<file path="src/rtl/core/pwmp_pkg.sv">
`timescale 1ns / 1ps
// ----------------------------------------------------------------------------
// pwmp_pkg
// Shared types and constants of the peer wire message parser: message ids,
// status codes, parse phases and the result record.
// ----------------------------------------------------------------------------
package pwmp_pkg;

  // Bytes of bitfield the peer may announce
  localparam int unsigned BF_CAP = 512;
  localparam int unsigned BF_CNT_W = $clog2(BF_CAP + 1);

  // Frame layout
  localparam int unsigned LEN_BYTES = 4;
  localparam int unsigned HAVE_BYTES = 4;
  localparam int unsigned PIECE_IDX_BYTES = 4;
  localparam int unsigned PIECE_HDR_BYTES = 8;

  // Message ids
  localparam logic [3:0] KIND_CHOKE          = 4'd0;
  localparam logic [3:0] KIND_UNCHOKE        = 4'd1;
  localparam logic [3:0] KIND_INTERESTED     = 4'd2;
  localparam logic [3:0] KIND_NOT_INTERESTED = 4'd3;
  localparam logic [3:0] KIND_HAVE           = 4'd4;
  localparam logic [3:0] KIND_BITFIELD       = 4'd5;
  localparam logic [3:0] KIND_REQUEST        = 4'd6;
  localparam logic [3:0] KIND_PIECE          = 4'd7;
  localparam logic [3:0] KIND_CANCEL         = 4'd8;
  localparam logic [3:0] KIND_PORT           = 4'd9;
  localparam logic [3:0] KIND_KEEPALIVE      = 4'd10;
  localparam logic [7:0] ID_MAX              = 8'd9;

  // Result status codes
  typedef enum logic [2:0] {
    ST_OK          = 3'd0,
    ST_UNKNOWN_ID  = 3'd1,
    ST_HAVE_SIZE   = 3'd2,
    ST_PIECE_SHORT = 3'd3,
    ST_HAVE_RANGE  = 3'd4,
    ST_BF_TRUNC    = 3'd5
  } pwmp_status_t;

  // Parse phases
  typedef enum logic [1:0] {
    PH_LEN  = 2'd0,
    PH_ID   = 2'd1,
    PH_PAY  = 2'd2,
    PH_DEAD = 2'd3
  } pwmp_phase_t;

  // One stream byte handed to the parser
  typedef struct packed {
    logic       take;
    logic [7:0] data;
  } pwmp_byte_t;

  // One result record
  typedef struct packed {
    logic [3:0]   kind;
    logic         message_end;
    logic         data_valid;
    logic [7:0]   data_byte;
    logic [31:0]  data_offset;
    logic [31:0]  payload_length;
    logic [31:0]  piece_index;
    logic [31:0]  piece_begin;
    logic [31:0]  have_index;
    pwmp_status_t status;
    logic         peer_choking;
    logic         peer_interested;
  } pwmp_result_t;

endpackage

</file>
<file path="src/rtl/core/pwmp_in_reg.sv">
`timescale 1ns / 1ps
// ----------------------------------------------------------------------------
// pwmp_in_reg
// Input register of the stream channel. Holds one byte until the parser can
// take it and raises stall while a held byte has nowhere to go.
// ----------------------------------------------------------------------------
module pwmp_in_reg (
  input  logic                clk,
  input  logic                rst,
  input  logic                stream_valid,
  input  logic [7:0]          stream_byte,
  output logic                stream_stall,
  input  logic                out_ready,
  output pwmp_pkg::pwmp_byte_t in_byte
);
  import pwmp_pkg::*;

  logic       held;
  logic [7:0] held_byte;
  logic       take;

  // Take the held byte whenever the result slot is free
  assign take         = held && out_ready;
  assign stream_stall = held && !out_ready;

  // Load a new request, drop the held byte once taken
  always_ff @(posedge clk) begin
    if (rst) begin
      held <= 1'b0;
    end else if (!stream_stall) begin
      held <= stream_valid;
    end
  end

  always_ff @(posedge clk) begin
    if (!stream_stall && stream_valid) begin
      held_byte <= stream_byte;
    end
  end

  assign in_byte.take = take;
  assign in_byte.data = held_byte;

endmodule

</file>
<file path="src/rtl/core/pwmp_parser.sv">
`timescale 1ns / 1ps
// ----------------------------------------------------------------------------
// pwmp_parser
// Frame state and per-byte decode. Assembles the length, checks the id,
// gathers HAVE and PIECE header fields, and forms the result for the byte.
// ----------------------------------------------------------------------------
module pwmp_parser (
  input  logic                  clk,
  input  logic                  rst,
  input  pwmp_pkg::pwmp_byte_t  in_byte,
  output logic                  emit,
  output pwmp_pkg::pwmp_result_t res
);
  import pwmp_pkg::*;

  pwmp_phase_t         phase, phase_next;
  logic [31:0]         byte_count, byte_count_next;
  logic [31:0]         frame_length, frame_length_next;
  logic [31:0]         plen, plen_next;
  logic [31:0]         payload_last, payload_last_next;
  logic [3:0]          message_kind, message_kind_next;
  logic [31:0]         field_shift, field_shift_next;
  logic [31:0]         held_piece_index, held_piece_index_next;
  logic [31:0]         held_piece_begin, held_piece_begin_next;
  logic                choking_flag, choking_flag_next;
  logic                interested_flag, interested_flag_next;
  logic [BF_CNT_W-1:0] bitfield_bytes, bitfield_bytes_next;
  logic                truncated_flag, truncated_flag_next;

  logic [7:0]          b;
  logic [31:0]         fl;
  logic                last;
  logic                finish;

  assign b    = in_byte.data;
  assign fl   = {frame_length[23:0], b};
  assign last = (byte_count == payload_last);

  // Decode one byte and form its result
  always_comb begin
    phase_next            = phase;
    byte_count_next       = byte_count;
    frame_length_next     = frame_length;
    plen_next             = plen;
    payload_last_next     = payload_last;
    message_kind_next     = message_kind;
    field_shift_next      = field_shift;
    held_piece_index_next = held_piece_index;
    held_piece_begin_next = held_piece_begin;
    choking_flag_next     = choking_flag;
    interested_flag_next  = interested_flag;
    bitfield_bytes_next   = bitfield_bytes;
    truncated_flag_next   = truncated_flag;
    finish                = 1'b0;
    emit                  = 1'b0;
    res                   = '0;
    res.status            = ST_OK;

    unique case (phase)
      PH_LEN: begin
        frame_length_next = fl;
        byte_count_next   = byte_count + 32'd1;
        if (byte_count[1:0] == 2'(LEN_BYTES - 1)) begin
          byte_count_next   = '0;
          plen_next         = fl - 32'd1;
          payload_last_next = fl - 32'd2;
          if (fl == '0) begin
            emit             = 1'b1;
            res.kind         = KIND_KEEPALIVE;
            res.message_end  = 1'b1;
          end else begin
            phase_next = PH_ID;
          end
        end
      end

      PH_ID: begin
        if (b > ID_MAX) begin
          phase_next         = PH_DEAD;
          emit               = 1'b1;
          res.kind           = KIND_CHOKE;
          res.message_end    = 1'b1;
          res.payload_length = plen;
          res.status         = ST_UNKNOWN_ID;
        end else begin
          message_kind_next     = b[3:0];
          field_shift_next      = '0;
          held_piece_index_next = '0;
          held_piece_begin_next = '0;
          truncated_flag_next   = 1'b0;
          byte_count_next       = '0;
          if (plen == '0) begin
            finish = 1'b1;
          end else begin
            phase_next = PH_PAY;
          end
        end
      end

      PH_PAY: begin
        byte_count_next = byte_count + 32'd1;
        if (message_kind == KIND_HAVE) begin
          if (plen == 32'(HAVE_BYTES)) begin
            field_shift_next = {field_shift[23:0], b};
          end
          finish = last;
        end else if (message_kind == KIND_BITFIELD) begin
          if (byte_count >= 32'(BF_CAP)) begin
            truncated_flag_next = 1'b1;
          end
          finish = last;
        end else if (message_kind == KIND_PIECE && plen >= 32'(PIECE_HDR_BYTES)) begin
          if (byte_count < 32'(PIECE_IDX_BYTES)) begin
            held_piece_index_next = {held_piece_index[23:0], b};
            finish = last;
          end else if (byte_count < 32'(PIECE_HDR_BYTES)) begin
            held_piece_begin_next = {held_piece_begin[23:0], b};
            finish = last;
          end else begin
            // Pass one block data byte
            emit               = 1'b1;
            res.kind           = KIND_PIECE;
            res.message_end    = last;
            res.data_valid     = 1'b1;
            res.data_byte      = b;
            res.data_offset    = byte_count - 32'(PIECE_HDR_BYTES);
            res.payload_length = plen;
            res.piece_index    = held_piece_index;
            res.piece_begin    = held_piece_begin;
            if (last) begin
              phase_next      = PH_LEN;
              byte_count_next = '0;
            end
          end
        end else begin
          finish = last;
        end
      end

      PH_DEAD: begin
      end

      default: begin
      end
    endcase

    // Close the message: act on its kind and report
    if (finish) begin
      phase_next         = PH_LEN;
      byte_count_next    = '0;
      emit               = 1'b1;
      res.kind           = message_kind_next;
      res.message_end    = 1'b1;
      res.payload_length = plen;
      case (message_kind_next)
        KIND_CHOKE:          choking_flag_next = 1'b1;
        KIND_UNCHOKE:        choking_flag_next = 1'b0;
        KIND_INTERESTED:     interested_flag_next = 1'b1;
        KIND_NOT_INTERESTED: interested_flag_next = 1'b0;
        KIND_HAVE: begin
          if (plen != 32'(HAVE_BYTES)) begin
            res.status = ST_HAVE_SIZE;
          end else begin
            res.have_index = field_shift_next;
            if (field_shift_next >= (32'(bitfield_bytes) << 3)) begin
              res.status = ST_HAVE_RANGE;
            end
          end
        end
        KIND_BITFIELD: begin
          if (plen != '0) begin
            bitfield_bytes_next = (plen > 32'(BF_CAP)) ? BF_CNT_W'(BF_CAP)
                                                       : plen[BF_CNT_W-1:0];
            if (truncated_flag_next) begin
              res.status = ST_BF_TRUNC;
            end
          end
        end
        KIND_PIECE: begin
          if (plen < 32'(PIECE_HDR_BYTES)) begin
            res.status = ST_PIECE_SHORT;
          end else begin
            res.piece_index = held_piece_index_next;
            res.piece_begin = held_piece_begin_next;
          end
        end
        default: begin
        end
      endcase
    end

    res.peer_choking    = choking_flag_next;
    res.peer_interested = interested_flag_next;

    // Hold everything unless a byte is taken
    if (!in_byte.take) begin
      emit                  = 1'b0;
      phase_next            = phase;
      byte_count_next       = byte_count;
      frame_length_next     = frame_length;
      plen_next             = plen;
      payload_last_next     = payload_last;
      message_kind_next     = message_kind;
      field_shift_next      = field_shift;
      held_piece_index_next = held_piece_index;
      held_piece_begin_next = held_piece_begin;
      choking_flag_next     = choking_flag;
      interested_flag_next  = interested_flag;
      bitfield_bytes_next   = bitfield_bytes;
      truncated_flag_next   = truncated_flag;
    end
  end

  // Advance the frame state
  always_ff @(posedge clk) begin
    if (rst) begin
      phase            <= PH_LEN;
      byte_count       <= '0;
      frame_length     <= '0;
      plen             <= '0;
      payload_last     <= '0;
      message_kind     <= '0;
      field_shift      <= '0;
      held_piece_index <= '0;
      held_piece_begin <= '0;
      choking_flag     <= 1'b1;
      interested_flag  <= 1'b0;
      bitfield_bytes   <= '0;
      truncated_flag   <= 1'b0;
    end else begin
      phase            <= phase_next;
      byte_count       <= byte_count_next;
      frame_length     <= frame_length_next;
      plen             <= plen_next;
      payload_last     <= payload_last_next;
      message_kind     <= message_kind_next;
      field_shift      <= field_shift_next;
      held_piece_index <= held_piece_index_next;
      held_piece_begin <= held_piece_begin_next;
      choking_flag     <= choking_flag_next;
      interested_flag  <= interested_flag_next;
      bitfield_bytes   <= bitfield_bytes_next;
      truncated_flag   <= truncated_flag_next;
    end
  end

endmodule

</file>
<file path="src/rtl/core/pwmp_out_reg.sv">
`timescale 1ns / 1ps
// ----------------------------------------------------------------------------
// pwmp_out_reg
// Result register of the output channel. Holds a result until the receiver
// takes it and tells the input side when the slot is free.
// ----------------------------------------------------------------------------
module pwmp_out_reg (
  input  logic                  clk,
  input  logic                  rst,
  input  logic                  load,
  input  pwmp_pkg::pwmp_result_t res_in,
  input  logic                  result_stall,
  output logic                  result_valid,
  output pwmp_pkg::pwmp_result_t res_out,
  output logic                  out_ready
);
  import pwmp_pkg::*;

  assign out_ready = !result_valid || !result_stall;

  // Load a new result, drop the old one once taken
  always_ff @(posedge clk) begin
    if (rst) begin
      result_valid <= 1'b0;
    end else if (load) begin
      result_valid <= 1'b1;
    end else if (!result_stall) begin
      result_valid <= 1'b0;
    end
  end

  always_ff @(posedge clk) begin
    if (load) begin
      res_out <= res_in;
    end
  end

endmodule

</file>
<file path="src/rtl/core/peer_wire_message_parser_core.sv">
`timescale 1ns / 1ps
// ----------------------------------------------------------------------------
// peer_wire_message_parser_core
// Parses a peer wire byte stream into message results.
//
// The stream channel (stream_valid, stream_stall, stream_byte) takes one byte
// of the connection per request. Frames are a 4-byte big-endian length, an id
// byte and the payload. The result channel (result_valid, result_stall and the
// result fields) gives at most one result per byte: keep-alives, closed
// messages with their status, and one result per PIECE block data byte.
// A byte passes an input register and the decode logic into the result
// register: its result is loaded there when the held byte is taken, and
// one byte is accepted every cycle while the receiver keeps up.
// Reset leaves the parser waiting for a length, the peer marked choking and
// not interested, and no bitfield known. An id above 9 is reported once and
// every later byte is dropped until reset.
// While the receiver stalls, the result stays put; one more byte is taken
// into the input register, then stream_stall rises until the result leaves.
// ----------------------------------------------------------------------------
module peer_wire_message_parser_core (
  input  logic        clk,
  input  logic        rst,
  input  logic        stream_valid,
  output logic        stream_stall,
  input  logic [7:0]  stream_byte,
  output logic        result_valid,
  input  logic        result_stall,
  output logic [3:0]  kind,
  output logic        message_end,
  output logic        data_valid,
  output logic [7:0]  data_byte,
  output logic [31:0] data_offset,
  output logic [31:0] payload_length,
  output logic [31:0] piece_index,
  output logic [31:0] piece_begin,
  output logic [31:0] have_index,
  output logic [2:0]  status,
  output logic        peer_choking,
  output logic        peer_interested
);
  import pwmp_pkg::*;

  pwmp_byte_t   in_byte;
  pwmp_result_t res_next;
  pwmp_result_t res;
  logic         emit;
  logic         out_ready;

  pwmp_in_reg u_in_reg (
    .clk          (clk),
    .rst          (rst),
    .stream_valid (stream_valid),
    .stream_byte  (stream_byte),
    .stream_stall (stream_stall),
    .out_ready    (out_ready),
    .in_byte      (in_byte)
  );

  pwmp_parser u_parser (
    .clk     (clk),
    .rst     (rst),
    .in_byte (in_byte),
    .emit    (emit),
    .res     (res_next)
  );

  pwmp_out_reg u_out_reg (
    .clk          (clk),
    .rst          (rst),
    .load         (emit),
    .res_in       (res_next),
    .result_stall (result_stall),
    .result_valid (result_valid),
    .res_out      (res),
    .out_ready    (out_ready)
  );

  // Drive the result fields
  assign kind            = res.kind;
  assign message_end     = res.message_end;
  assign data_valid      = res.data_valid;
  assign data_byte       = res.data_byte;
  assign data_offset     = res.data_offset;
  assign payload_length  = res.payload_length;
  assign piece_index     = res.piece_index;
  assign piece_begin     = res.piece_begin;
  assign have_index      = res.have_index;
  assign status          = res.status;
  assign peer_choking    = res.peer_choking;
  assign peer_interested = res.peer_interested;

  // Only PIECE results carry data bytes
  a_data_is_piece: assert property (@(posedge clk) disable iff (rst)
    result_valid && data_valid |-> kind == KIND_PIECE)
    else $error("data byte on a non-PIECE result");

  // A result that does not close its message is a data byte
  a_open_is_data: assert property (@(posedge clk) disable iff (rst)
    result_valid && !message_end |-> data_valid)
    else $error("open result without a data byte");

  // Fatal id reports close the message with kind zero
  a_fatal_shape: assert property (@(posedge clk) disable iff (rst)
    result_valid && status == ST_UNKNOWN_ID |-> message_end && !data_valid &&
      kind == KIND_CHOKE)
    else $error("malformed fatal id report");

  // Input stalls only under output back-pressure
  a_stall_cause: assert property (@(posedge clk) disable iff (rst)
    stream_stall |-> result_valid && result_stall)
    else $error("input stalled without output back-pressure");

endmodule
</file>
<file path="config.mk">
export PLATFORM = sky130hd
export DESIGN_NAME = peer_wire_message_parser_core
export DESIGN_NICKNAME = d
export VERILOG_FILES = /design/src/rtl/core/pwmp_pkg.sv /design/src/rtl/core/pwmp_in_reg.sv /design/src/rtl/core/pwmp_parser.sv /design/src/rtl/core/pwmp_out_reg.sv /design/src/rtl/core/peer_wire_message_parser_core.sv
export SDC_FILE = /design/constraint.sdc
export NUM_CORES = 1
export LEC_CHECK = 0
export BUFFER_PORTS_ARGS = -buffer_cell sky130_fd_sc_hd__buf_2
export CELL_PAD_IN_SITES_DETAIL_PLACEMENT = 0
export CELL_PAD_IN_SITES_GLOBAL_PLACEMENT = 1
export CORE_UTILIZATION = 50
export CTS_CLUSTER_SIZE = 24
export DETAILED_ROUTE_END_ITERATION = 12
export PLACE_DENSITY = 0.85
export SLEW_MARGIN = 25
export SYNTH_ARGS = -nofsm -noshare
export SYNTH_HDL_FRONTEND = slang
export SYNTH_SLANG_ARGS = --single-unit
</file>
<file path="constraint.sdc">
create_clock -name clk -period 24.7 [get_ports clk]
set_input_delay 4.94 -clock clk [delete_from_list [all_inputs] [get_ports clk]]
set_output_delay 4.94 -clock clk [all_outputs]
set_load 0.01 [all_outputs]
</file>
# Word-level counts from Yosys, hierarchy flattened
# Cells that the tools add are included.
[op_classes]
n_addsub = 4
magnitude_cmp = 8
n_eq_ne = 26
muxes = 98
bitwise = 4
reduce_logical = 23
[op_table]
columns = ["cell", "count"]
rows = [
  ["$mux 32", 26],
  ["$mux 142", 4],
  ["$pmux 32 s2", 4],
  ["$mux 64", 3],
  ["$mux 141", 1],
  ["$mux 131", 1],
  ["$pmux 32 s3", 1],
  ["$logic_not 32->1", 2],
  ["$lt 32x4->1 const B", 2],
  ["$add 32x1->32 const B", 1],
  ["$eq 32x3->1 const B", 1],
  ["$eq 32x32->1", 1],
  ["$ge 32x10->1 const B", 1],
  ["$ge 32x13->1", 1],
  ["$ge 32x4->1 const B", 1],
  ["$gt 32x10->1 const B", 1],
  ["$lt 32x3->1 const B", 1],
  ["$ne 32x3->1 const B", 1],
  ["$reduce_bool 32->1", 1],
  ["$sub 32x1->32 const B", 1],
  ["$sub 32x2->32 const B", 1],
  ["$sub 32x4->32 const B", 1],
  ["$mux 1", 27],
  ["$eq 4x3->1 const B", 6],
  ["33 further kinds", 73],
]
[word_totals]
reg_bits = 424
input_bits = 12
output_inout_bits = 181
elab_cells = 191

# Depth between registers and ports, before layout
[depth]
depth_word = 10
depth_mapped = 21
mapped_depth_nobuf = 17

# By module
# From an unflattened synthesis, not the netlist that was laid out.
[hier_totals]
cells_unflattened = 1893
area_unflattened_um2 = 19068.3
[modules_own_cells]
columns = ["mod", "n_inst", "cells_per_inst", "area_each_um2", "seq_area_each_um2"]
rows = [
  ["pwmp_parser", 1, 1696, 13356.6, 4704.5],
  ["pwmp_out_reg", 1, 183, 5407.7, 5395.2],
  ["pwmp_in_reg", 1, 14, 304.0, 260.2],
]

# Worst setup path after synthesis
# OpenSTA, ideal clock, no wires.
[synth_timing]
path_kind = "input-to-reg"
start = "input port result_stall"
end = "register u_out_reg.res_out[0] (netlist name) (enable)"
setup_ns = 0.720
arrival_ns = 12.812
required_time_ns = 23.980
path_slack_ns = 11.168
path_stages = 3
n_path_buf = 1
path_cell_list = "a21bo_2 -> clkbuf_1 -> nor2_1"
[synth_between]
elab_chain_len = 4
[synth_lines]
columns = ["item", "line_no", "source"]
rows = [
  ["start, declared", "peer_wire_message_parser_core.sv:27", "input logic result_stall,"],
  ["$logic_not 1->1", "pwmp_out_reg.sv:19", "assign out_ready = !result_valid || !result_stall;"],
  ["$logic_or 1x1->1", "pwmp_out_reg.sv:19", ""],
  ["$logic_and 1x1->1", "pwmp_in_reg.sv:23", "assign take = held && out_ready;"],
  ["$mux 1", "pwmp_parser.sv:196", "if (!in_byte.take) begin"],
  ["named net emit", "peer_wire_message_parser_core.sv:46", "logic emit;"],
  ["end signal, assigned", "pwmp_out_reg.sv:34", "res_out <= res_in;"],
  ["end, declared", "pwmp_out_reg.sv:14", "output pwmp_pkg::pwmp_result_t res_out,"],
]
# The timed path passes the listed nets, and every way through them passes these cells.
# A chain may end at the register's enable or synchronous reset.

# Worst setup path after layout
[layout_timing]
start = "input port result_stall"
end = "output port stream_stall"
[layout_between]
elab_chain_len = 4
[layout_lines]
columns = ["item", "line_no", "source"]
rows = [
  ["$logic_not 1->1", "pwmp_out_reg.sv:19", ""],
  ["$logic_or 1x1->1", "pwmp_out_reg.sv:19", ""],
  ["$logic_not 1->1", "pwmp_in_reg.sv:24", "assign stream_stall = held && !out_ready;"],
  ["$logic_and 1x1->1", "pwmp_in_reg.sv:24", ""],
  ["end, declared", "peer_wire_message_parser_core.sv:24", "output logic stream_stall,"],
]
# Every way passes these cells.

==> impl_metrics.csv <==
group,metric,value,unit
job,max_cap_viol_count,0,
setup_path,path_cells,"buf_2 > and3_1 > buf_2",
route,dr.pass1.iters,7,
synthesis,postSynthAreaPerCell,10.02,um2
floorplan,die_w,196.8,um
clocking,cts_tree,"yes",
floorplan,start_util,0.5133,
setup_path,path_delay_family,"simple AND/OR/NAND/NOR gates",
clocking,ctsHoldBuffers,0,
setup_path,crit_start,"result_stall",
sta,rsz0062_at_grt,"false",
synthesis,synth_flop_cell,"dfxtp_1",
global_route,grt_max_degree,111,
pwr,power_frac_seq,0.510,
clocking,worstSkewPairLatency,590,ps
setup_path,arrival,5560,ps
status,status,"completed",
global_route,antenna_found_initial,0,
layout,area.growth.synth_to_final,13.96,%
route,viasPerCell,5.846,
synthesis,synth_edf_count,187,
placement,io_buffers,192,
floorplan,ios,193,
sta,setup-tns-final,0,ps
min_path,hold_path_startpoint,"u_parser.bitfield_bytes[8]",
floorplan,die_height,196.8,um
route,wl_per_cell,19.68,um
sta,fin_crit_sh,0.4250,
pwr,ir_worst_vdd,63.80,uV
setup_path,crit_fanout,3,
synthesis,synth_cell_types,71,
synthesis,ys_seq_area_frac,0.5460,
setup_path,crit_path_top_delay_cell,"and3_1",
placement,hpwl,33.47,mm
setup_path,r2r_start,"u_in_reg.held_byte[4]",
clocking,root_buffer,"clkbuf_16",
layout,antenna_cells,0,
clocking,ctsHtreeMaxLevel,2,
clocking,cts_setup_buffers,0,
setup_path,cpPeakStageDelay,320,ps
floorplan,die-area,38730,um2
floorplan,rows,70,
sta,max_freq,0.09526,GHz
route,drt-total-wl,50.05,mm
synthesis,syn-cell-area,18970,um2
pwr,power_switching,0.0003202,W
setup_path,required,19760,ps
layout,final_layout_size_suffix_gt1_frac,0.1560,
global_route,grt_usage,0.2553,
sta,hold_viol_final,0,
pwr,swShare,0.2216,
layout,filler_cell_count,3284,
clocking,clockBufferDepth,3,
synthesis,ys_ff_latch,424,
setup_path,criticalPathCategory,"primary input to output pin",
sta,skew,25.11,ps
layout,register_area,10360,um2
setup_path,endpoint_kind,"output pin",
clocking,cts_made_buffers,44,
clocking,cts-resized-gates,0,
pwr,powerDensity,66.83,nW/um2
sta,relSlewSlack,0.3052,
pwr,power,0.001445,W
layout,fin_cells,2543,
setup_path,start_kind,"primary input",
placement,place_inst,2460,
setup_path,crit_buf_inv,2,
global_route,grt_pass1_wl,77.43,mm
global_route,grt_pass1_vias,13620,
synthesis,syn_inst,1894,
clocking,path_clk_slew,60,ps
sta,report.final.slew_viol_count,0,
synthesis,synth_top_area_share,0.2960,
pwr,p_leak,7.214,nW
synthesis,ys_warn_count,0,
sta,setup_viol,0,
route,drt_drc_violations_left,0,
global_route,grt-ovfl-total,0,
pwr,intPower,0.001125,W
synthesis,synthArstFlopShare,0,
synthesis,synth_area_leaders,"edfxtp_1 30%, dfxtp_1 25%, nor2_1 6.1%, a22oi_1 4.7%, xnor2_1 4.1%",
synthesis,synthTopCellsByCount,"309 x nor2_1, 237 x dfxtp_1, 187 x edfxtp_1",
layout,multi_input_area,7870,um2
synthesis,yosys.area.top_type,"edfxtp_1",
synthesis,synth.most_common_cell,"nor2_1",
setup_path,cp_common_cell,"buf_2",
clocking,clkSinkCount,424,
route,drtIter0Drc,1406,
route,ant_nets,0,
placement,place.gp.congestion,0.9039,
floorplan,coreArea,36960,um2
sta,worstMarginPinSlew,1040,ps
pwr,pwr-share-clk,0.455,
layout,nets,2039,
sta,fin_crit,10500,ps
route,via_count,14870,
pwr,combPwrFrac,0.035,
synthesis,synth_fp_nets,1930,
min_path,hp-class,"flip-flop to flip-flop",
## final cells by class
class | instances | area share
Sequential cell | 424 | 0.4791
Timing Repair Buffer | 218 | 0.05486
Inverter | 40 | 0.006944
Clock buffer | 62 | 0.05642
Tap cell | 504 | 0.02916
Multi-Input combinational cell | 1275 | 0.3640
Clock inverter | 20 | 0.009490
## metrics by stage
| step | hold slack [ps] | cell area, um2 | setup slack (ps) | utilization |
|---|---|---|---|---|
| 6_report | 455.1 | 21620 | 14200 | 0.5850 |
| 4_1_cts | 457.7 | 21580 | 14240 | 0.5839 |
| 3_3_place_gp | 444.2 | 20150 | 14240 | 0.5453 |
| 3_5_place_dp | 449.4 | 20160 | 14250 | 0.5454 |
| 5_1_grt | 483.4 | 21620 | 14220 | 0.5850 |
| 2_1_floorplan | 431.8 | 18970 | 11170 | - |
## flip-flops by register name, indices dropped and copies added (netlist names)
signal,flops
u_in_reg.held,1
u_parser.payload_last,32
u_parser.interested_flag,1
u_out_reg.result_valid,1
u_parser.field_shift,32
u_in_reg.held_byte,8
u_parser.truncated_flag,1
u_parser.plen,32
u_parser.bitfield_bytes,10
u_parser.phase,2
u_parser.held_piece_index,32
u_parser.held_piece_begin,32
u_out_reg.res_out,179
u_parser.message_kind,4
u_parser.choking_flag,1
u_parser.byte_count,32
u_parser.frame_length,24
## worst min-delay path: stages, from the launching register on
cell and delay [ps]:
dfxtp_1 310, nand2_1 50, a21oi_1 50
## cell families after synthesis
family          Yosys count  share of synthesized area
compound gates          410                     0.1566
buf+inv                 195                    0.04181
simple gates            705                     0.1761
xor+xnor                125                    0.05770
flops                   424                     0.5460
fa+ha+maj                24                    0.01583
mux                      11                   0.006001
## power by group through the flow
| stage | Combinational [W] | Sequential [W] | Clock [W] |
|---|---|---|---|
| global route | 0.0000556 | 0.000736 | 0.000697 |
| finish | 0.0000511 | 0.000736 | 0.000657 |
| floorplan | 0.0000363 | 0.000748 | 0 |
| CTS | 0.0000502 | 0.000736 | 0.000669 |
| global placement | 0.0000492 | 0.000751 | 0 |
| detailed placement | 0.0000500 | 0.000751 | 0 |
## layout by cell type (no fill, tap or decap), types with 14 or more instances in the layout
cell	count
nor2_1	306
dfxtp_1	237
buf_2	191
edfxtp_1	187
nand2_1	120
a22oi_1	119
xnor2_1	88
a22o_1	68
a211oi_1	64
a21oi_1	59
nand3_1	45
clkbuf_16	45
inv_1	40
nor2b_1	39
nor3_1	39
o21ai_0	37
xor2_1	37
nor4_1	30
nand4_1	25
ha_1	24
buf_4	24
or3_1	19
or4_1	15
and3_1	14
clkbuf_1	14
## metal layers
metal  vias up  part of all wire  global-route usage  routed length, um
met5         -                 0                   0                  0
met4         0             0.021             0.08326               1064
met3        62             0.068             0.03525               3392
met1      7202              0.46              0.3773              22900
li1       7080                 -                   -                  -
met2       523              0.45              0.3850              22690
## worst paths after layout
check	to	slack, ps	cells after the start
max reg2reg	u_out_reg.res_out[161]	19490	10
min reg2reg	u_parser.bitfield_bytes[8]	460	2
max	stream_stall	14200	3
min	u_parser.bitfield_bytes[8]	460	2
Power figures use the tool's default switching activity.
